==> src/design/vrsp_pkg.sv <==
// ----------------------------------------------------------------------------
// vrsp_pkg
// Shared types and constants for the variable-rate sample player.
// ----------------------------------------------------------------------------
package vrsp_pkg;

  localparam int SAMPLE_DEPTH = 65536;
  localparam int MAX_CHANNELS = 8;
  localparam int ADDR_W       = $clog2(SAMPLE_DEPTH);
  localparam int CH_W         = 3;
  localparam int POS_W        = 19;
  localparam int RA_W         = POS_W + 1;
  localparam int PADDR_W      = 5;

  localparam logic [19:0] RATE_RESET = 20'sd65536;
  localparam logic [16:0] ONE        = 17'd65536;
  localparam logic signed [19:0] RATE_MIN = 20'sh80000;
  localparam logic signed [19:0] RATE_MAX = 20'sh7FFFF;

  // register indexes
  localparam logic [2:0] REG_CHANNELS      = 3'd0;
  localparam logic [2:0] REG_LOOP_MODE     = 3'd1;
  localparam logic [2:0] REG_INTERP_MODE   = 3'd2;
  localparam logic [2:0] REG_PLAYBACK_RATE = 3'd3;
  localparam logic [2:0] REG_LOOP_START    = 3'd4;
  localparam logic [2:0] REG_LOOP_END      = 3'd5;

  // input func codes
  localparam logic [1:0] FUNC_LOAD  = 2'd0;
  localparam logic [1:0] FUNC_START = 2'd1;
  localparam logic [1:0] FUNC_TICK  = 2'd2;

  // loop modes
  localparam logic [1:0] MODE_STOP     = 2'd0;
  localparam logic [1:0] MODE_REPEAT   = 2'd1;
  localparam logic [1:0] MODE_PINGPONG = 2'd2;

  typedef enum logic [1:0] {
    OP_NONE,
    OP_LOAD,
    OP_START,
    OP_TICK
  } op_t;

  typedef enum logic [3:0] {
    S_IDLE,
    S_CHECK,
    S_ENDED,
    S_READ,
    S_FETCH,
    S_REFILL,
    S_PUSH,
    S_MUL,
    S_EMIT,
    S_ADV
  } state_t;

  typedef struct packed {
    logic [1:0]         func;
    logic [15:0]        addr;
    logic signed [15:0] data;
  } in_item_t;

  typedef struct packed {
    logic signed [15:0] sample;
    logic [2:0]         channel;
    logic               last;
    logic               ended;
  } out_item_t;

  typedef struct packed {
    op_t                op;
    logic [15:0]        addr;
    logic signed [15:0] data;
  } cmd_t;

  typedef struct packed {
    logic [3:0]         channels;
    logic [1:0]         loop_mode;
    logic               interp_mode;
    logic signed [19:0] playback_rate;
    logic [15:0]        loop_start;
    logic [16:0]        loop_end;
  } cfg_t;

endpackage

==> src/design/vrsp_front.sv <==
// ----------------------------------------------------------------------------
// vrsp_front
// Accepts input beats, decodes func and queues commands for the back end.
// ----------------------------------------------------------------------------
module vrsp_front (
  input  logic               clk,
  input  logic               rst,
  input  logic               item_valid,
  output logic               item_ready,
  input  vrsp_pkg::in_item_t item,
  output logic               cmd_valid,
  input  logic               cmd_ready,
  output vrsp_pkg::cmd_t     cmd
);

  vrsp_pkg::cmd_t queue [2];
  logic           wptr;
  logic           rptr;
  logic [1:0]     count;
  vrsp_pkg::op_t  op;
  logic           push;
  logic           pop;

  always_comb begin
    unique case (item.func)
      vrsp_pkg::FUNC_LOAD:  op = vrsp_pkg::OP_LOAD;
      vrsp_pkg::FUNC_START: op = vrsp_pkg::OP_START;
      vrsp_pkg::FUNC_TICK:  op = vrsp_pkg::OP_TICK;
      default:              op = vrsp_pkg::OP_NONE;
    endcase
  end

  assign item_ready = (count != 2'd2);
  // unknown codes are dropped here and never reach the back end
  assign push       = item_valid && item_ready && (op != vrsp_pkg::OP_NONE);
  assign cmd_valid  = (count != 2'd0);
  assign pop        = cmd_valid && cmd_ready;
  assign cmd        = queue[rptr];

  always_ff @(posedge clk) begin
    if (push) begin
      queue[wptr] <= '{op: op, addr: item.addr, data: item.data};
    end
  end

  always_ff @(posedge clk) begin
    if (rst) begin
      wptr  <= 1'b0;
      rptr  <= 1'b0;
      count <= 2'd0;
    end else begin
      if (push) wptr <= ~wptr;
      if (pop)  rptr <= ~rptr;
      count <= count + 2'(push) - 2'(pop);
    end
  end

  a_count_bound: assert property (@(posedge clk) disable iff (rst)
    count <= 2'd2) else $error("queue count overflow");

  a_no_pop_empty: assert property (@(posedge clk) disable iff (rst)
    (count == 2'd0) |-> !pop) else $error("pop from empty queue");

  a_fill: assert property (@(posedge clk) disable iff (rst)
    (push && !pop) |=> (count == $past(count) + 2'd1))
    else $error("queue count did not advance on push");

endmodule

==> config.mk <==
export PLATFORM = sky130hd
export DESIGN_NAME = vrsp_front
export DESIGN_NICKNAME = d
export VERILOG_FILES = /design/src/design/vrsp_pkg.sv /design/src/design/vrsp_front.sv
export SDC_FILE = /design/constraint.sdc
export NUM_CORES = 1
export LEC_CHECK = 0
export ABC_CLOCK_PERIOD_IN_PS = 3450
export BUFFER_PORTS_ARGS = -buffer_cell sky130_fd_sc_hd__clkbuf_2
export CAP_MARGIN = 20
export CORE_MARGIN = 2
export CORE_UTILIZATION = 47
export DETAILED_ROUTE_END_ITERATION = 10
export PLACE_DENSITY = 0.75
export SYNTH_ARGS = -nofsm -noshare
export SYNTH_HDL_FRONTEND = slang
export SYNTH_SLANG_ARGS = --single-unit
==> constraint.sdc <==
create_clock -name clk -period 3.45 [get_ports clk]
set_clock_uncertainty 0.2 [all_clocks]
set_input_delay 0.69 -clock clk [delete_from_list [all_inputs] [get_ports clk]]
set_output_delay 0.69 -clock clk [all_outputs]
set_load 0.01 [all_outputs]
==> results.md <==
* Post-synthesis sequential area ratio at approximately 76%
* Worst slew pin tran at between 400 and 500 ps
* Number of levels in the clock H-tree at 3
* Pins Over Slew Limit at 0
* Maximum number of pins on one net before global-route repair at 35
* Max-slew headroom at the worst pin at between 70% and 80%
* Clock network latency to the later pin of the worst-skew pair at between 300 and 400 ps
* First-pass GRT wire length at 6.16 mm
* Lkg Pwr at 1.34 nW
* Global-route usage over all layers at 13.2%
* CP endpoint kind: output port
* Buffer count from post-CTS setup fixing at 0
* Number of enable flip-flop cells after synthesis at approximately 70
* Number of nets still failing antenna checks after routing at 0
* Instance count of the mapped netlist at about 140
* Biggest area consumer among synthesized cells: sky130_fd_sc_hd__edfxtp_1
* Hold Buf Count CTS at 0
* Fin crit share at 71.6%
* Total number of vias at ~1400
* # setup viols final at 0
* Avg Cell Area, Syn at ~20 sq um
* Peak supply drop at between 0.0003 and 0.0004 V
* Class of the worst hold path: reg2reg
* Via count of the first global-routing pass at about 1400
* Startpoint type of the worst setup path: flop
* Reg-to-reg setup timing slack at about 1600 ps
* MaxCap Viol Count at 0
* Final wirelength at between 4 and 5 mm
* Delay of the slowest cell on the worst path at between 400 and 500 ps
* Top Ports at 74
* CTS tree: built
* Post-route minimum period at approximately 2500 ps
* Synth Register Bits at 73
* Cell with the largest stage delay on the worst path: sky130_fd_sc_hd__mux2_2
* Diodes inserted at 0
* Area growth from synthesis to layout at 22.7%
* Number of library cell types mapped by synthesis at 23
* Setup repair after global routing missed its margin: no
* Most frequent cells in the layout: sky130_fd_sc_hd__clkbuf_2 (73), sky130_fd_sc_hd__edfxtp_1 (68), sky130_fd_sc_hd__mux2_1 (30)
* NumNets Final at ~270
* Number of buffers added on ports at 73
* Fraction of the core area covered by cells at the end of the flow at about three fifths
* Result of the run: complete, no violations
* PwrDens at between 600 and 700 mW/mm^2
* Clock root cell: sky130_fd_sc_hd__clkbuf_8
* Per-cell via count in the routed design at 4.72
* CTS Buffer Depth at 2
* WP data required at approximately 2600 ps
* Initial core utilization at between 40% and 50%
* Series of cell instances along the critical path: buf_4 > mux2_2 > clkbuf_2
* Total global routing overflow at 0
* Number of clock buffers inserted by TritonCTS at 9
* Placer's final routability congestion estimate at between 0.6 and 0.7
* Worst-path fanout max at 34
* Cell types with the largest area share after synthesis: sky130_fd_sc_hd__edfxtp_1 (73%), sky130_fd_sc_hd__mux2_1 (12%), sky130_fd_sc_hd__dfxtp_1 (3.6%)
* Clock tree sinks at 73
* Final Hold Fails at 0
* Post-route setup slack at around 1000 ps
* Post-route setup TNS at 0 ps
* Path type of the worst setup path: reg2out
* Placement row count at 28
* Chip Width at roughly 81 um
* Post-DP HPWL at ~2.8 mm
* Placeable core area at slightly below 0.006 sq mm
* Die Y at between 80 and 90 um
* Post-Synthesis Net Count at 184
* Post-place setup slack at between 900 and 1000 ps
* Post-synth top flop: sky130_fd_sc_hd__edfxtp_1
* Async SR Flop Fraction at 0%
* Area of the die at around 0.0066 sq mm
* Commonest non-fill, non-tap cell in the layout: sky130_fd_sc_hd__clkbuf_2
* Number of warning messages in the yosys log at 0
* Maximum clock rate at 405 MHz
* CTS clk-pin slew, worst paths at about 70 ps
* Average wire per cell in the routed design at ~14 um
* Cell area after synthesis at between 0.002 and 0.003 sq mm
* Fraction of layout cells with a size suffix above 1 at between 40% and 50%
* Initial detailed-routing violation count at 71
* DRC at 0
* Area share of the largest cell type after synthesis at between 70% and 80%
* Antenna violations before repair at 0
* Drt pass-1 iters at 4
* PostCTS Resize Cnt at 0
* Critical path arrival at approximately 1600 ps
==> per-stage QoR <==
stage	cells	power [mW]	cell area (sq um)	hold slack [ps]
CTS	304	2.30	3440	330
detailed placement	288	1.69	3250	329
finish	304	2.26	3440	346
global placement	288	1.68	3250	321
global route	304	2.39	3440	323
floorplan	141	1.50	2800	307
==> cell usage after synthesis (2+ instances only) <==
library cell / instances
sky130_fd_sc_hd__ha_1: 5
sky130_fd_sc_hd__mux2_2: 4
sky130_fd_sc_hd__edfxtp_1: 68
sky130_fd_sc_hd__nor2b_1: 3
sky130_fd_sc_hd__nor2_1: 6
sky130_fd_sc_hd__buf_6: 3
sky130_fd_sc_hd__xnor2_1: 2
sky130_fd_sc_hd__mux2_1: 30
sky130_fd_sc_hd__inv_1: 2
sky130_fd_sc_hd__dfxtp_1: 5
==> worst max-delay path, delay by kind of cell, from the launching register on <==
kind | cells | cell delay [ps]
buffers and inverters | 2 | 520
flip-flops | 1 | 310
multiplexers | 1 | 410
==> power breakdown <==
group / internal [mW] / total [mW] / switching [mW]
Clock: 0.326 / 0.606 / 0.280
Sequential: 1.09 / 1.12 / 0.0333
Combinational: 0.245 / 0.536 / 0.291
Total: 1.66 / 2.26 / 0.604
==> state kept, by name, summed over array words and instances, names as in the netlist, named ones only <==
| register | cells |
|---|---|
| queue | 68 |
| wptr | 1 |
| rptr | 1 |
| count | 2 |
==> routing by layer <==
| metal | routed length [um] | track usage [%] | vias up |
|---|---|---|---|
| met5 | 0 | 0 | - |
| met4 | 74 | 7.63 | 0 |
| met3 | 341 | 4.89 | 9 |
| met2 | 2010 | 21.4 | 53 |
| met1 | 1710 | 14.9 | 675 |
| li1 | - | - | 699 |
==> cells by family (layout without fill, tap and decap cells) <==
group | after synthesis | in the layout | synth area share, %
AOI/OAI and AO/OA | 2 | 2 | 0.759
xor gates and xnor gates | 3 | 3 | 1.21
adders and majority gates | 5 | 5 | 2.23
buffers and inverters | 7 | 95 | 1.79
DFF | 73 | 73 | 76.5
muxes | 35 | 35 | 14.2
and+or+nand+nor | 16 | 16 | 3.35
==> worst paths after layout <==
kind	end	from	cells past startpoint
worst max-delay path	cmd[1]	flop	3
worst min-delay path	flop	rptr$_SDFFE_PP0P_	2
worst max register to register	queue[0][17]$_DFFE_PP_	count[0]$_SDFF_PP0_	4
worst min register to register	flop	rptr$_SDFFE_PP0P_	2
==> final cells by class <==
cell class	instances	area [sq um]
fill	440	2410
sequential	73	2140
multi-input combinational	61	617
timing repair buffer	76	388
clock buffer	9	124
tap	75	93.8
clock inverter	7	61.3
inverter	3	11.3
Note: power is estimated with default switching activity, not from simulation.
